===== src/rtl/ptb_ram.sv =====
// ptb_ram: generic simple dual-port ram, one write and one read port
// read data registered, valid in the cycle after re; no dependencies
`default_nettype none

module ptb_ram #(
  parameter int WIDTH = 8,
  parameter int DEPTH = 16,
  localparam int AW = $clog2(DEPTH)
) (
  input  wire logic             clk,
  input  wire logic             we,
  input  wire logic [AW-1:0]    waddr,
  input  wire logic [WIDTH-1:0] wdata,
  input  wire logic             re,
  input  wire logic [AW-1:0]    raddr,
  output logic      [WIDTH-1:0] rdata
);

  logic [WIDTH-1:0] mem_r [DEPTH];
  logic [WIDTH-1:0] rdata_r;

  always_ff @(posedge clk) begin
    if (we) begin
      mem_r[waddr] <= wdata;
    end
    if (re) begin
      rdata_r <= mem_r[raddr];
    end
  end

  assign rdata = rdata_r;

endmodule

`default_nettype wire


===== config.mk =====
export PLATFORM = sky130hd
export DESIGN_NAME = ptb_ram
export DESIGN_NICKNAME = d
export VERILOG_FILES = /design/src/rtl/ptb_ram.sv
export SDC_FILE = /design/constraint.sdc
export NUM_CORES = 1
export LEC_CHECK = 0
export ABC_AREA = 1
export BUFFER_PORTS_ARGS = -buffer_cell sky130_fd_sc_hd__buf_2
export CAP_MARGIN = 5
export CORE_ASPECT_RATIO = 1.1
export CORE_MARGIN = 5
export CORE_UTILIZATION = 35
export DETAILED_ROUTE_END_ITERATION = 16
export PLACE_DENSITY = 0.53
export SLEW_MARGIN = 20
export SYNTH_ARGS = -nofsm -noshare
export SYNTH_HDL_FRONTEND = slang
export SYNTH_SLANG_ARGS = --single-unit

===== constraint.sdc =====
create_clock -name clk -period 1.2 [get_ports clk]
set_input_delay 0.06 -clock clk [delete_from_list [all_inputs] [get_ports clk]]
set_output_delay 0.06 -clock clk [all_outputs]
set_load 0.02 [all_outputs]

; ---- After elaboration in Yosys (flattened, before gate mapping)
; Memories as Yosys holds them, arrays and structs flattened. A register that Yosys moved wholly into a read port is not among the register bits.
; Cells that the tools add are included.
; Widths: inputs -> output; s select.
[op_classes]
mux = 2
[op_table]
columns = operator, count
row1 = $mux 1, 2
[totals]
input_bits = 19
n_memories = 1
ram_bits = 128
regBits = 0
out_inout_bits = 8
elab_cells = 3
[mem_list]
columns = memory, depth, width, rd, rd_ports_with_merged_regs, write_ports, line
row1 = mem_r, 16, 8, 1, 1, 1, 19  ; logic [WIDTH-1:0] mem_r [DEPTH];

; ---- Logic depth before layout (Yosys ltp)
[depth]
depth_word = 2
depth_mapped = 8
ltp_nobuf = 7

; ---- Worst setup path before layout
; OpenSTA, ideal clock, no wires.
[synth_timing]
path_type = in2reg
startpoint = input waddr[2]
endpoint = memory mem_r[10][0] (enable)
slack_ns = 0.189
required_time_ns = 0.830
n_path_buf = 0
t_arrival_ns = 0.641
path_stages = 2
setup_time_ns = 0.370
cell_sequence = nand3b_1 -> nor2_1
[synth_rtl]
columns = item, line
row1 = start: declaration, 12  ; input wire logic [AW-1:0] waddr,
row2 = end: declaration, 19
; No word-level cell before the write port.

==> results_dict.tcl <==
set metrics [dict create \
    status "finished, final reports clean" \
    rrSetupSlack_ns 0.05 \
    layout_commonest_cell "nand2_1" \
    multi_input_comb_area_sq_um 1240 \
    power_per_cell_area_nw_per_um2 1560 \
    grt_pass1_wl_microns 21400 \
    final_util_pct 42.2 \
    io_buffers 26 \
    path_clk_slew_ns 0.06 \
    yosysSeqAreaShare_pct 69.8 \
    grt_max_degree 29 \
    setup.worst_path.end_class "register" \
    clock_latency_ns 0.41 \
    worst_pin_slew_ns 0.405 \
    fin_tns_setup_ns 0 \
    cp.required_ns 1.37 \
    ant_nets 0 \
    nFillCells 1554 \
    cts_tree "built" \
    final_cell_mix "nand2_1 (173), edfxtp_1 (136), inv_1 (100)" \
    dp_hpwl_microns 9010 \
    fin_crit_ns 1.15 \
    die_h_microns 146 \
    startpoint "mem_r[7][1]" \
    routed_via_density 4.65 \
    ys_ff_latch 136 \
    wirelength_microns 13700 \
    synthToLayoutAreaGrowth_pct 18.2 \
    rsz0062_at_grt "no" \
    r2r_start "mem_r[7][1]" \
    synthCells 551 \
    start_util_pct 35.7 \
    dp_cells 787 \
    rows 49 \
    vias 3805 \
    first_global_vias 3744 \
    htree_num_levels 4 \
    boundaryPins 27 \
    dp_slack_ns -0.180 \
    avgSynthCellArea_sq_um 10.6 \
    crit_path_max_fanout 1 \
    synth_nets 570 \
    r2r_cells 6 \
    hold_viol_final 0 \
    place_congestion 0.857 \
    finalSetupViolCount 0 \
    instances_no_fill 819 \
    cts.sinks 136 \
    period_share_pct 95.7 \
    drtIter0Drc 344 \
    cap_viol_max_count 0 \
    drt-pass1-iter-count 5 \
    remaining_drc_errors 0 \
    finalMaxSlewViolations 0 \
    die_area_sq_um 19400 \
    holdCritStartpoint "wdata[0]" \
    fin_ws_ns 0.0510 \
    synth_cell_types 11 \
    arrival_ns 1.32 \
    cts.path.max_buffers 2 \
    ys_warn_count 0 \
    nets 622 \
    relSlewSlack_pct 73.0 \
    layout-drive-gt1-share_pct 14.3 \
    fmax_mhz 870 \
    worst-setup-path-type "reg -> reg" \
    critPathLaunchType "register" \
    hold_path_depth 1 \
    clock_skew_ns 0.0143 \
    grt_overflow 0 \
    coreArea_sq_um 16400 \
    antenna_found_initial 0 \
    fp.dieW_microns 133 \
    min_path_type "in -> reg" \
    power_leakage_nw 2.97 \
    avgRoutedWirePerCell_microns 16.7 \
    grt_use_total_pct 14.5 \
    power_mw 10.8 \
    antenna_cells 0 \
    numCtsBuffers 17 \
    root_buffer "clkbuf_16" \
    netlist_area_sq_um 5850 \
    seqCellArea_sq_um 4080 \
    vdd.ir_drop.worst_uv 893 \
]
-- metal layers --
layer	share of wire (%)	GRT usage (%)
met1	46	19.1
met2	49	24.2
met3	3.6	3.01
met4	1.2	4.58
met5	0	0
-- critical path, cell delays in order, from the launching register on --
cell and delay, ns:
edfxtp_1 0.36, inv_1 0.06, nand2_1 0.04, nand3_1 0.09
nand3_1 0.15, nand3_2 0.14, nand2_1 0.07
-- path summary, 6_finish.rpt --
| kind | to |
|---|---|
| worst max-delay path | rdata[1] |
| worst min-delay path | mem_r[0][0] |
| worst max register to register | rdata[1] |
| worst min register to register | rdata[0] |
-- cells by family after synthesis --
group,Yosys count,share of synthesized area (%)
DFF,136,69.8
and+or+nand+nor,289,20.8
buffers and inverters,126,9.39
-- what timing repair did --
item / in CTS / in global routing
endpoints found under the hold margin: 8 / 0
hold buffers: 1 / 0
gates resized for setup: 0 / 5
endpoints found under the setup margin: 0 / 4
setup buffers: 0 / 0
-- cells in the mapped netlist, drive strengths merged --
| master | instances | area [sq um] |
|---|---|---|
| nand3 | 97 | 485 |
| edfxtp | 136 | 4080 |
| inv | 102 | 383 |
| buf | 24 | 166 |
| nand3b | 2 | 15.0 |
| nor2 | 17 | 63.8 |
| nand2 | 173 | 649 |
-- power breakdown --
part | leakage (nW) | internal [mW] | switching, mW
clock network | 0.247 | 2.82 | 1.83
registers | 1.24 | 5.36 | 0.0327
logic | 1.49 | 0.227 | 0.499
-- registers in the layout, indices dropped and copies added, names as in the netlist --
register  flops
mem_r       128
rdata         8
-- layout make-up --
class	count	share of cell area, %
clock buffers	23	6.48
clock inverters	8	1.10
inverters	102	5.54
multi-input cells	289	17.9
flip-flops and latches	136	59.1
well taps	204	3.69
repair buffers	57	6.19
-- per-stage QoR --
stage,hold slack [ns],area (sq um)
4_1_cts,0.0650,6890
3_5_place_dp,0.425,6350
6_report,0.0763,6910
5_1_grt,0.0777,6910
3_3_place_gp,0.432,6350
2_1_floorplan,0.159,5850
(Power assumes the default switching activity.)
