--- config.mk ---
export PLATFORM = sky130hd
export DESIGN_NAME = ptb_ctrl_flat
export DESIGN_NICKNAME = d
export VERILOG_FILES = /design/src/rtl/ptb_pkg.sv /design/src/rtl/ptb_in_if.sv /design/src/rtl/ptb_ctrl.sv /design/src/flat_wrapper.sv
export SDC_FILE = /design/constraint.sdc
export NUM_CORES = 1
export LEC_CHECK = 0
export ABC_AREA = 1
export CELL_PAD_IN_SITES_DETAIL_PLACEMENT = 1
export CELL_PAD_IN_SITES_GLOBAL_PLACEMENT = 1
export CORE_MARGIN = 2
export CORE_UTILIZATION = 46
export CTS_CLUSTER_SIZE = 24
export DETAILED_ROUTE_END_ITERATION = 7
export DONT_BUFFER_PORTS = 1
export GPL_TIMING_DRIVEN = 0
export PLACE_DENSITY_LB_ADDON = 0.1
export SLEW_MARGIN = 10
export SYNTH_ARGS = -nofsm -noshare
export SYNTH_HDL_FRONTEND = slang
export SYNTH_SLANG_ARGS = --single-unit
--- constraint.sdc ---
create_clock -name clk -period 4.7 [get_ports clk]
set_input_delay 0.235 -clock clk [delete_from_list [all_inputs] [get_ports clk]]
set_output_delay 0.235 -clock clk [all_outputs]
set_load 0.03 [all_outputs]
--- src/rtl/ptb_pkg.sv ---
// ptb_pkg: shared types and constants of the palindromic tree builder
// field widths, controller state codes and the result record
// no dependencies
`default_nettype none

package ptb_pkg;

  localparam int SYM_W = 5;
  localparam int CNT_W = 13;

  typedef enum logic [3:0] {
    S_IDLE,
    S_WALK1,
    S_CHILD1,
    S_CVAL1,
    S_ISSUE2,
    S_WALK2,
    S_CHILD2,
    S_CVAL2,
    S_OUT
  } state_t;

  typedef struct packed {
    logic [CNT_W-1:0] distinct_count;
    logic [CNT_W-1:0] suffix_length;
    logic             is_new;
    logic             overflow;
  } res_t;

endpackage

`default_nettype wire

--- src/rtl/ptb_in_if.sv ---
// ptb_in_if: input channel of the palindromic tree builder
// valid/ready handshake carrying one symbol item; uses ptb_pkg
`default_nettype none

interface ptb_in_if;
  logic                      valid;
  logic                      ready;
  logic [ptb_pkg::SYM_W-1:0] symbol;
  logic                      start_req;

  modport source (output valid, output symbol, output start_req, input ready);
  modport sink   (input valid, input symbol, input start_req, output ready);
endinterface

`default_nettype wire

--- src/rtl/ptb_ctrl.sv ---
// ptb_ctrl: sequencer of the palindromic tree builder
// walks suffix links through the node and history rams, looks up and
// creates children in the child ram; uses ptb_pkg and ptb_in_if
`default_nettype none

module ptb_ctrl #(
  parameter int MAX_LEN = 4096,
  parameter int ALPHABET = 26,
  localparam int NODE_CAP = MAX_LEN + 2,
  localparam int ID_W = $clog2(NODE_CAP),
  localparam int TOT_W = $clog2(NODE_CAP + 1),
  localparam int POS_W = $clog2(MAX_LEN + 1),
  localparam int HA_W = $clog2(MAX_LEN),
  localparam int LEN_W = POS_W,
  localparam int SL_W = LEN_W + 1,
  localparam int NR_W = LEN_W + 2 * ID_W + ptb_pkg::SYM_W,
  localparam int CHILD_DEPTH = NODE_CAP * ALPHABET,
  localparam int CA_W = $clog2(CHILD_DEPTH)
) (
  input  wire logic                      clk,
  input  wire logic                      rst_n,
  ptb_in_if.sink                         in_ch,
  output logic                           res_valid,
  input  wire logic                      res_ready,
  output ptb_pkg::res_t                  res,
  output logic                           hist_we,
  output logic [HA_W-1:0]                hist_waddr,
  output logic [ptb_pkg::SYM_W-1:0]      hist_wdata,
  output logic                           hist_re,
  output logic [HA_W-1:0]                hist_raddr,
  input  wire logic [ptb_pkg::SYM_W-1:0] hist_rdata,
  output logic                           node_we,
  output logic [ID_W-1:0]                node_waddr,
  output logic [NR_W-1:0]                node_wdata,
  output logic                           node_re,
  output logic [ID_W-1:0]                node_raddr,
  input  wire logic [NR_W-1:0]           node_rdata,
  output logic                           child_we,
  output logic [CA_W-1:0]                child_waddr,
  output logic [ID_W-1:0]                child_wdata,
  output logic                           child_re,
  output logic [CA_W-1:0]                child_raddr,
  input  wire logic [ID_W-1:0]           child_rdata
);

  localparam int SYM_W = ptb_pkg::SYM_W;
  localparam int CNT_W = ptb_pkg::CNT_W;
  localparam int B_W = POS_W + 2;

  ptb_pkg::state_t state_r, state_nxt;

  logic [SYM_W-1:0]       sym_r, sym_nxt;
  logic [POS_W-1:0]       pos_r, pos_nxt;
  logic [TOT_W-1:0]       total_r, total_nxt;
  logic [ID_W-1:0]        last_r, last_nxt;
  logic signed [SL_W-1:0] last_len_r, last_len_nxt;
  logic [ID_W-1:0]        last_link_r, last_link_nxt;
  logic [ID_W-1:0]        wk_node_r, wk_node_nxt;
  logic signed [SL_W-1:0] wk_len_r, wk_len_nxt;
  logic [ID_W-1:0]        wk_link_r, wk_link_nxt;
  logic                   bok_r, bok_nxt;
  logic [ID_W-1:0]        u_r, u_nxt;
  logic signed [SL_W-1:0] u_len_r, u_len_nxt;
  logic [ID_W-1:0]        u_link_r, u_link_nxt;
  ptb_pkg::res_t          res_r, res_nxt;

  // fields of a node record
  logic [LEN_W-1:0]       nd_len;
  logic [ID_W-1:0]        nd_link;
  logic [ID_W-1:0]        nd_par;
  logic [SYM_W-1:0]       nd_sym;

  logic [ID_W-1:0]        nx_sel;
  logic signed [SL_W-1:0] nx_len;
  logic [ID_W-1:0]        nx_link;
  logic [ID_W-1:0]        an;
  logic [CA_W-1:0]        chaddr;
  logic                   c_ok;
  logic                   match;
  logic [LEN_W-1:0]       new_len;
  logic [ID_W-1:0]        link_v;
  logic [ID_W-1:0]        v_id;
  logic [B_W-1:0]         pre_pos;
  logic                   issue;
  logic [SYM_W-1:0]       sym_sat;

  assign nd_len  = node_rdata[NR_W-1 -: LEN_W];
  assign nd_link = node_rdata[NR_W-LEN_W-1 -: ID_W];
  assign nd_par  = node_rdata[SYM_W +: ID_W];
  assign nd_sym  = node_rdata[SYM_W-1:0];

  // roots are constants, other nodes come from the node ram read
  always_comb begin
    nx_sel = (state_r == ptb_pkg::S_ISSUE2) ? u_link_r : wk_link_r;
    if (nx_sel == ID_W'(0)) begin
      nx_len  = '0;
      nx_link = ID_W'(1);
    end else if (nx_sel == ID_W'(1)) begin
      nx_len  = '1;
      nx_link = '0;
    end else begin
      nx_len  = {1'b0, nd_len};
      nx_link = nd_link;
    end
  end

  // a stale child entry counts only if the node it names was made here
  always_comb begin
    c_ok = 1'b0;
    if (child_rdata >= ID_W'(2) && TOT_W'(child_rdata) < total_r) begin
      if (nd_par == wk_node_r && nd_sym == sym_r) begin
        c_ok = 1'b1;
      end
    end
  end

  assign an      = (state_r == ptb_pkg::S_CVAL2) ? u_r : wk_node_r;
  assign chaddr  = CA_W'(an) * CA_W'(ALPHABET) + CA_W'(sym_r);
  assign match   = (wk_node_r == ID_W'(1)) || (bok_r && hist_rdata == sym_r);
  assign new_len = LEN_W'(u_len_r + SL_W'(2));
  assign link_v  = c_ok ? child_rdata : '0;
  assign v_id    = ID_W'(total_r);
  assign sym_sat = (int'(in_ch.symbol) >= ALPHABET) ? SYM_W'(ALPHABET - 1)
                                                     : in_ch.symbol;

  always_comb begin
    state_nxt     = state_r;
    sym_nxt       = sym_r;
    pos_nxt       = pos_r;
    total_nxt     = total_r;
    last_nxt      = last_r;
    last_len_nxt  = last_len_r;
    last_link_nxt = last_link_r;
    wk_node_nxt   = wk_node_r;
    wk_len_nxt    = wk_len_r;
    wk_link_nxt   = wk_link_r;
    u_nxt         = u_r;
    u_len_nxt     = u_len_r;
    u_link_nxt    = u_link_r;
    res_nxt       = res_r;
    issue         = 1'b0;
    in_ch.ready   = 1'b0;
    res_valid     = 1'b0;
    hist_we       = 1'b0;
    hist_waddr    = '0;
    hist_wdata    = sym_sat;
    node_we       = 1'b0;
    node_waddr    = v_id;
    node_wdata    = {new_len, link_v, u_r, sym_r};
    node_re       = 1'b0;
    node_raddr    = child_rdata;
    child_we      = 1'b0;
    child_waddr   = chaddr;
    child_wdata   = v_id;
    child_re      = 1'b0;
    child_raddr   = chaddr;

    case (state_r)
      ptb_pkg::S_IDLE: begin
        in_ch.ready = 1'b1;
        if (in_ch.valid) begin
          sym_nxt = sym_sat;
          if (in_ch.start_req) begin
            total_nxt     = TOT_W'(2);
            last_nxt      = '0;
            last_len_nxt  = '0;
            last_link_nxt = ID_W'(1);
            pos_nxt       = '0;
          end
          if (!in_ch.start_req && pos_r >= POS_W'(MAX_LEN)) begin
            res_nxt.distinct_count = CNT_W'(total_r - TOT_W'(2));
            res_nxt.suffix_length  = '0;
            res_nxt.is_new         = 1'b0;
            res_nxt.overflow       = 1'b1;
            state_nxt              = ptb_pkg::S_OUT;
          end else begin
            hist_we     = 1'b1;
            hist_waddr  = pos_nxt[HA_W-1:0];
            wk_node_nxt = last_nxt;
            wk_len_nxt  = last_len_nxt;
            wk_link_nxt = last_link_nxt;
            issue       = 1'b1;
            state_nxt   = ptb_pkg::S_WALK1;
          end
        end
      end

      ptb_pkg::S_WALK1,
      ptb_pkg::S_WALK2: begin
        if (match) begin
          child_re = 1'b1;
          if (state_r == ptb_pkg::S_WALK1) begin
            u_nxt      = wk_node_r;
            u_len_nxt  = wk_len_r;
            u_link_nxt = wk_link_r;
            state_nxt  = ptb_pkg::S_CHILD1;
          end else begin
            state_nxt  = ptb_pkg::S_CHILD2;
          end
        end else begin
          wk_node_nxt = wk_link_r;
          wk_len_nxt  = nx_len;
          wk_link_nxt = nx_link;
          issue       = 1'b1;
        end
      end

      ptb_pkg::S_CHILD1: begin
        node_re   = 1'b1;
        state_nxt = ptb_pkg::S_CVAL1;
      end

      ptb_pkg::S_CVAL1: begin
        if (c_ok) begin
          last_nxt               = child_rdata;
          last_len_nxt           = {1'b0, nd_len};
          last_link_nxt          = nd_link;
          pos_nxt                = pos_r + POS_W'(1);
          res_nxt.distinct_count = CNT_W'(total_r - TOT_W'(2));
          res_nxt.suffix_length  = CNT_W'(nd_len);
          res_nxt.is_new         = 1'b0;
          res_nxt.overflow       = 1'b0;
          state_nxt              = ptb_pkg::S_OUT;
        end else if (total_r < TOT_W'(NODE_CAP)) begin
          node_re    = 1'b1;
          node_raddr = u_link_r;
          state_nxt  = ptb_pkg::S_ISSUE2;
        end else begin
          // node store full: no child, fall back to the empty root
          last_nxt               = '0;
          last_len_nxt           = '0;
          last_link_nxt          = ID_W'(1);
          pos_nxt                = pos_r + POS_W'(1);
          res_nxt.distinct_count = CNT_W'(total_r - TOT_W'(2));
          res_nxt.suffix_length  = '0;
          res_nxt.is_new         = 1'b0;
          res_nxt.overflow       = 1'b0;
          state_nxt              = ptb_pkg::S_OUT;
        end
      end

      ptb_pkg::S_ISSUE2: begin
        wk_node_nxt = u_link_r;
        wk_len_nxt  = nx_len;
        wk_link_nxt = nx_link;
        issue       = 1'b1;
        state_nxt   = ptb_pkg::S_WALK2;
      end

      ptb_pkg::S_CHILD2: begin
        node_re   = 1'b1;
        state_nxt = ptb_pkg::S_CVAL2;
      end

      ptb_pkg::S_CVAL2: begin
        node_we                = 1'b1;
        child_we               = 1'b1;
        total_nxt              = total_r + TOT_W'(1);
        last_nxt               = v_id;
        last_len_nxt           = {1'b0, new_len};
        last_link_nxt          = link_v;
        pos_nxt                = pos_r + POS_W'(1);
        res_nxt.distinct_count = CNT_W'(total_r - TOT_W'(1));
        res_nxt.suffix_length  = CNT_W'(new_len);
        res_nxt.is_new         = 1'b1;
        res_nxt.overflow       = 1'b0;
        state_nxt              = ptb_pkg::S_OUT;
      end

      ptb_pkg::S_OUT: begin
        res_valid = 1'b1;
        if (res_ready) begin
          state_nxt = ptb_pkg::S_IDLE;
        end
      end

      default: begin
        state_nxt = ptb_pkg::S_IDLE;
      end
    endcase

    // start one walk step: history byte before the palindrome, next link
    pre_pos = {2'b00, pos_nxt} - {wk_len_nxt[SL_W-1], wk_len_nxt} - B_W'(1);
    bok_nxt = bok_r;
    hist_re = 1'b0;
    hist_raddr = pre_pos[HA_W-1:0];
    if (issue) begin
      bok_nxt    = !pre_pos[B_W-1];
      hist_re    = 1'b1;
      node_re    = 1'b1;
      node_raddr = wk_link_nxt;
    end
  end

  always_ff @(posedge clk) begin
    if (!rst_n) begin
      state_r     <= ptb_pkg::S_IDLE;
      pos_r       <= '0;
      total_r     <= TOT_W'(2);
      last_r      <= '0;
      last_len_r  <= '0;
      last_link_r <= ID_W'(1);
    end else begin
      state_r     <= state_nxt;
      pos_r       <= pos_nxt;
      total_r     <= total_nxt;
      last_r      <= last_nxt;
      last_len_r  <= last_len_nxt;
      last_link_r <= last_link_nxt;
    end
  end

  always_ff @(posedge clk) begin
    sym_r     <= sym_nxt;
    wk_node_r <= wk_node_nxt;
    wk_len_r  <= wk_len_nxt;
    wk_link_r <= wk_link_nxt;
    bok_r     <= bok_nxt;
    u_r       <= u_nxt;
    u_len_r   <= u_len_nxt;
    u_link_r  <= u_link_nxt;
    res_r     <= res_nxt;
  end

  assign res = res_r;

endmodule

`default_nettype wire

--- src/flat_wrapper.sv ---
// flat-port wrapper written by rule: the top's interface ports become plain ports
module ptb_ctrl_flat 
#(
  parameter int MAX_LEN = 4096,
  parameter int ALPHABET = 26,
  localparam int NODE_CAP = MAX_LEN + 2,
  localparam int ID_W = $clog2(NODE_CAP),
  localparam int TOT_W = $clog2(NODE_CAP + 1),
  localparam int POS_W = $clog2(MAX_LEN + 1),
  localparam int HA_W = $clog2(MAX_LEN),
  localparam int LEN_W = POS_W,
  localparam int SL_W = LEN_W + 1,
  localparam int NR_W = LEN_W + 2 * ID_W + ptb_pkg::SYM_W,
  localparam int CHILD_DEPTH = NODE_CAP * ALPHABET,
  localparam int CA_W = $clog2(CHILD_DEPTH)
)
  (clk, rst_n, res_valid, res_ready, res, hist_we, hist_waddr, hist_wdata, hist_re, hist_raddr, hist_rdata, node_we, node_waddr, node_wdata, node_re, node_raddr, node_rdata, child_we, child_waddr, child_wdata, child_re, child_raddr, child_rdata, in_ch_valid, in_ch_symbol, in_ch_start_req, in_ch_ready);
  ptb_in_if in_ch_i ();
  input  wire logic clk;
  input  wire logic rst_n;
  output logic res_valid;
  input  wire logic res_ready;
  output ptb_pkg::res_t res;
  output logic hist_we;
  output logic [HA_W-1:0] hist_waddr;
  output logic [ptb_pkg::SYM_W-1:0] hist_wdata;
  output logic hist_re;
  output logic [HA_W-1:0] hist_raddr;
  input  wire logic [ptb_pkg::SYM_W-1:0] hist_rdata;
  output logic node_we;
  output logic [ID_W-1:0] node_waddr;
  output logic [NR_W-1:0] node_wdata;
  output logic node_re;
  output logic [ID_W-1:0] node_raddr;
  input  wire logic [NR_W-1:0] node_rdata;
  output logic child_we;
  output logic [CA_W-1:0] child_waddr;
  output logic [ID_W-1:0] child_wdata;
  output logic child_re;
  output logic [CA_W-1:0] child_raddr;
  input  wire logic [ID_W-1:0] child_rdata;
  input wire logic [$bits(in_ch_i.valid)-1:0] in_ch_valid;
  input wire logic [$bits(in_ch_i.symbol)-1:0] in_ch_symbol;
  input wire logic [$bits(in_ch_i.start_req)-1:0] in_ch_start_req;
  output wire logic [$bits(in_ch_i.ready)-1:0] in_ch_ready;
  assign in_ch_i.valid = in_ch_valid;
  assign in_ch_i.symbol = in_ch_symbol;
  assign in_ch_i.start_req = in_ch_start_req;
  assign in_ch_ready = in_ch_i.ready;
  ptb_ctrl #(.MAX_LEN(MAX_LEN), .ALPHABET(ALPHABET)) u_core (.clk(clk), .rst_n(rst_n), .in_ch(in_ch_i), .res_valid(res_valid), .res_ready(res_ready), .res(res), .hist_we(hist_we), .hist_waddr(hist_waddr), .hist_wdata(hist_wdata), .hist_re(hist_re), .hist_raddr(hist_raddr), .hist_rdata(hist_rdata), .node_we(node_we), .node_waddr(node_waddr), .node_wdata(node_wdata), .node_re(node_re), .node_raddr(node_raddr), .node_rdata(node_rdata), .child_we(child_we), .child_waddr(child_waddr), .child_wdata(child_wdata), .child_re(child_re), .child_raddr(child_raddr), .child_rdata(child_rdata));
endmodule
# Word level (Yosys, flattened, before mapping)
# Cells that the tools add are included.
dict set report totals {
  ff_bits 183
  output_inout_bits 182
  elab_cells 154
}
dict set report op_classes {
  n_addsub 8
  n_mul 1
  order_cmp 5
  eq_ne 21
  n_mux 80
  n_reduce_logical 21
}
# cell count
set ops {}
lappend ops {{two-way mux 13 bit} 29}
lappend ops {{one-hot mux 13 bit (3 select lines)} 5}
lappend ops {{two-way mux 14 bit} 9}
lappend ops {{two-way mux 28 bit} 4}
lappend ops {{one-hot mux 14 bit (3 select lines)} 2}
lappend ops {{one-hot mux 28 bit (3 select lines)} 1}
lappend ops {{two-way mux 12 bit} 3}
lappend ops {{one-hot mux 4 bit (8 select lines)} 1}
lappend ops {{adder 13 x 1 -> 13 bit (second input constant)} 2}
lappend ops {{equality test 13 x 1 -> 1 bit (second input constant)} 2}
lappend ops {{one-hot mux 13 bit (2 select lines)} 1}
lappend ops {{two-way mux 4 bit} 6}
lappend ops {{adder 17 x 5 -> 17 bit} 1}
lappend ops {{equality test 4 x 3 -> 1 bit (second input constant)} 4}
lappend ops {{multiplier 13 x 4 -> 16 bit (second input constant)} 1}
lappend ops {{two-way mux 1 bit} 15}
lappend ops {{subtractor 14 x 14 -> 15 bit} 1}
lappend ops {{subtractor 15 x 1 -> 15 bit (second input constant)} 1}
lappend ops {{adder 13 x 3 -> 13 bit (second input constant)} 1}
lappend ops {{equality test 13 bit} 1}
lappend ops {{>= comparator 13 bit (second input constant)} 1}
lappend ops {{>= comparator 13 x 2 -> 1 bit (second input constant)} 1}
lappend ops {{zero test 13 bit} 1}
lappend ops {{< comparator 13 bit} 1}
lappend ops {{other kinds (25)} 42}

# Depth between registers and ports, before layout
dict set report depth {
  ltp_word 10
  ltp_mapped 29
}

# Worst setup path after synthesis
# Ideal clock, no wire load.
dict set report synth_path {
  path_kind {register to output}
  startpoint {register u_core.state_r[1]}
  endpoint {output port child_waddr[11]}
  arrival_ps 4430
  slack_ps 35
  stages_incl_launch_ff 18
  cell_sequence {dfxtp_1 -> nand2_2 -> inv_1 -> nand2_2 -> inv_1 -> buf_2 -> buf_2 -> o21ai_0 -> ha_1 -> inv_1 -> fa_1 -> fa_1 -> xnor2_1 -> nand3_1 -> nor2_1 -> nand4_1 -> xor2_1 -> buf_4}
}
dict set report synth_between {
  elab_chain_cells 4
}
# element line
set synth_rtl {}
lappend synth_rtl {{from (decl)} ptb_ctrl.sv:50} ;# ptb_pkg::state_t state_r, state_nxt;
lappend synth_rtl {{from (signal assigned)} ptb_ctrl.sv:297} ;# state_r <= ptb_pkg::S_IDLE;
lappend synth_rtl {{from (signal assigned)} ptb_ctrl.sv:304} ;# state_r <= state_nxt;
lappend synth_rtl {{equality test 4 x 3 -> 1 bit} ptb_ctrl.sv:117} ;# assign an = (state_r == ptb_pkg::S_CVAL2) ? u_r : wk_node_r;
lappend synth_rtl {{two-way mux 13 bit} ptb_ctrl.sv:117}
lappend synth_rtl {{multiplier 13 x 4 -> 16 bit} ptb_ctrl.sv:118} ;# assign chaddr = CA_W'(an) * CA_W'(ALPHABET) + CA_W'(sym_r);
lappend synth_rtl {{adder 17 x 5 -> 17 bit} ptb_ctrl.sv:118}
lappend synth_rtl {{to (decl)} flat_wrapper.sv:37} ;# output logic [CA_W-1:0] child_waddr;
# No other way between the ends.

# Worst setup path in the final report
dict set report layout_path {
  startpoint {register u_core.state_r[3]}
  endpoint {output port child_waddr[11]}
}
# The elaborated chain is that of the path after synthesis.

==> flow_summary_export.csv <==
group,metric,value,unit
final_layout,multi_input_area,8004,sq um
floorplan,core,28780,sq um
floorplan,die_x,175.2,microns
logic_synthesis,syn_avg_cell_area,6.754,sq um
grt,grt_pass1_vias,14110,
final_layout,area_delta_synth_final,18.29,%
place,dpl.hpwl,40010,microns
grt,grt_usage,33.19,%
timing,timing_hold_violations_final,0,
setup_path,cp-end-kind,"primary output",
logic_synthesis,syn_area,13480,sq um
final_layout,num_antenna_cells,0,
timing,fin_skew,0.01384,ns
grt,grt_pass1_wl,78600,microns
logic_synthesis,mappedNetlistNets,2144,
final_layout,final_cell_mix,"nand2_1 (493), inv_1 (302), nor2_1 (227)",
floorplan,fp.dieArea,30690,sq um
final_layout,largest_reg_flops,28,
final_layout,design_area,15950,sq um
floorplan,rows,62,
grt,grt_max_degree,29,
routing,drtPass1Iterations,7,
final_layout,finalNetCount,2201,
routing,vias,13740,
logic_synthesis,yosys_warnings,0,
timing,finalSetupViolCount,0,
routing,drt_wl_total,53230,microns
setup_path,worstSetupPathType,"flip-flop to primary output",
logic_synthesis,seq_area_frac_synth,33.56,%
logic_synthesis,synth.distinct_cells,48,
timing,worst_pin_slew,1.088,ns
logic_synthesis,synth_seq_cells,183,
clock_tree,cts_tree,"yes",
floorplan,die_h,175.2,microns
timing,fin_crit_sh,98.95,%
clock_tree,clockRootBuffer,"clkbuf_16",
routing,drt_iter0_drc,994,
final_layout,regArea,4579,sq um
timing,max_clock_freq,0.2150,GHz
routing,via_per_inst,5.608,
place,gp_congestion,0.9326,
routing,drc,0,
flow_run,drv_cap,0,
setup_path,cp_max_fo,7,
grt,overflow,0,
timing,maxSlewHeadroom,26.99,%
worst_hold_path,hp-class,"input port to flip-flop",
place,placed_area,14010,sq um
setup_path,worst_ep_required_time,4.47,ns
setup_path,cp_cell_sequence,"inv_4 -> nand2_1 -> inv_2 -> nand2_8 -> inv_12 -> buf_16 -> nand2_2 -> o21ai_4 -> ha_1 -> fa_1 -> ha_2 -> inv_4 -> o21ai_1 -> nand2_1 -> nand2_1 -> inv_1 -> nand2_1 -> nand2_1 -> nand2_2 -> nand4_1 -> buf_4 -> xor2_4 -> buf_6",
final_layout,drive_above_1_share,16.02,%
clock_tree,numCtsBuffers,17,
setup_path,critical-path-max-stage-delay,0.51,ns
setup_path,cp_common_cell,"nand2_1",
floorplan,start_util,46.84,%
setup_path,arrival,4.42,ns
timing,min_period,4.651,ns
clock_tree,clkTransAtPathRegs,0.07,ns
clock_tree,cts.path.max_buffers,2,
clock_tree,cts_sinks,183,
setup_path,critPathSlowestCell,"fa_1",
routing,wl_per_cell,21.72,microns
floorplan,io_pins,254,
place,io_buffers,0,
setup_path,cp-start-kind,"flip-flop",
final_layout,fillers,3773,
grt,antenna_found_initial,0,
final_layout,layout_commonest_cell,"nand2_1",
logic_synthesis,synthCells,1996,
clock_tree,h-tree-depth,4,
routing,postRouteAntennaNets,0,
timing,drv_slew,0,
status,status,"completed",
clock_tree,clkLatencyLatePin,0.46,ns
## area by class of cell
cell class | count | area share, %
Multi-Input combinational cell | 1383 | 50.19
Sequential cell | 183 | 28.72
Inverter | 331 | 7.987
Buffer | 97 | 4.135
Tap cell | 384 | 3.013
Clock buffer | 17 | 2.668
Timing Repair Buffer | 40 | 2.268
Clock inverter | 15 | 1.020
## repair_timing
item,CTS,global route
pin swaps,19,35
hold buffers,1,0
gates resized for setup,150,127
buffers inserted,14,20
cloned,1,1
endpoints found under the hold margin,1,0
setup endpoints to repair,40,27
## final timing paths
path	from	endpoint	slack, ns	cells after the start
hold reg to reg	u_core.wk_len_r[7]	u_core.u_len_r[7]	0.45	0
setup reg to reg	u_core.child_wdata[9]	u_core.bok_r	0.52	24
hold / removal	res_ready	u_core.state_r[3]	0.01	3
setup / recovery	u_core.state_r[3]	child_waddr[11]	0.05	23
## per-stage QoR
step                      TNS [ns]  hold slack [ns]  instances  utilization, %  setup slack [ns]
after floorplan                  0           0.4082       1996               -           0.03542
after global placement      -34.30           0.4182       2380           48.51            -1.289
after detailed placement    -24.58           0.4267       2383           48.67            -1.408
after CTS                 -0.02520         0.006167       2431           53.11          -0.02520
after global routing       -0.7296          0.02909       2450           55.41           -0.1228
final                            0          0.01291       2450           55.41           0.04947
## cells by family (layout without fill, tap and decap cells)
logic type      Yosys count  count (layout)  share of synthesized area [%]
simple gates           1051            1051                          32.89
buf+inv                 430             500                          13.64
compound gates          207             207                          8.994
flops                   183             183                          33.56
fa+ha+maj                76              76                          7.722
xor+xnor                 49              49                          3.184
## Yosys cell counts (all sizes together)
cell type | number | area share, %
nand3 | 214 | 8.0
nand4 | 27 | 1.3
and2 | 1 | 0.046
inv | 328 | 9.2
o31ai | 3 | 0.17
or2 | 1 | 0.046
o211a | 1 | 0.074
edfxtp | 86 | 19
o21a | 2 | 0.11
buf | 66 | 3.5
nor2 | 256 | 7.5
a21oi | 51 | 1.9
a21o | 2 | 0.11
nand2 | 533 | 15
ha | 64 | 5.9
o21bai | 5 | 0.36
xnor2 | 13 | 0.84
clkbuf | 33 | 0.92
nor3 | 10 | 0.45
o311ai | 1 | 0.065
o21ai | 91 | 3.4
clkinv | 3 | 0.084
fa | 12 | 1.8
o211ai | 42 | 2.3
a211oi | 2 | 0.11
dfxtp | 97 | 14
a21boi | 4 | 0.22
and3 | 2 | 0.093
xor2 | 36 | 2.3
nand3b | 4 | 0.22
nor4 | 3 | 0.14
a32oi | 1 | 0.065
o22ai | 2 | 0.093
## critical path: cells and delay by family, from the launching register on
kind / cells / cell delay (ns)
fa+ha+maj: 3 / 1.24
buf+inv: 8 / 0.96
simple gates: 9 / 0.80
flops: 1 / 0.36
compound gates: 2 / 0.29
xor+xnor: 1 / 0.28
## routing by layer
| metal | global-route usage [%] | vias up | share of wire, % |
|---|---|---|---|
| met1 | 38.05 | 6716 | 39 |
| met5 | 0 | - | 0 |
| met4 | 15.03 | 0 | 4.5 |
| li1 | - | 6441 | - |
| met3 | 6.963 | 120 | 6.3 |
| met2 | 59.12 | 462 | 50 |
Power is not shown: default switching activity piles up to over one toggle a cycle in this logic, so the estimate is an artifact.
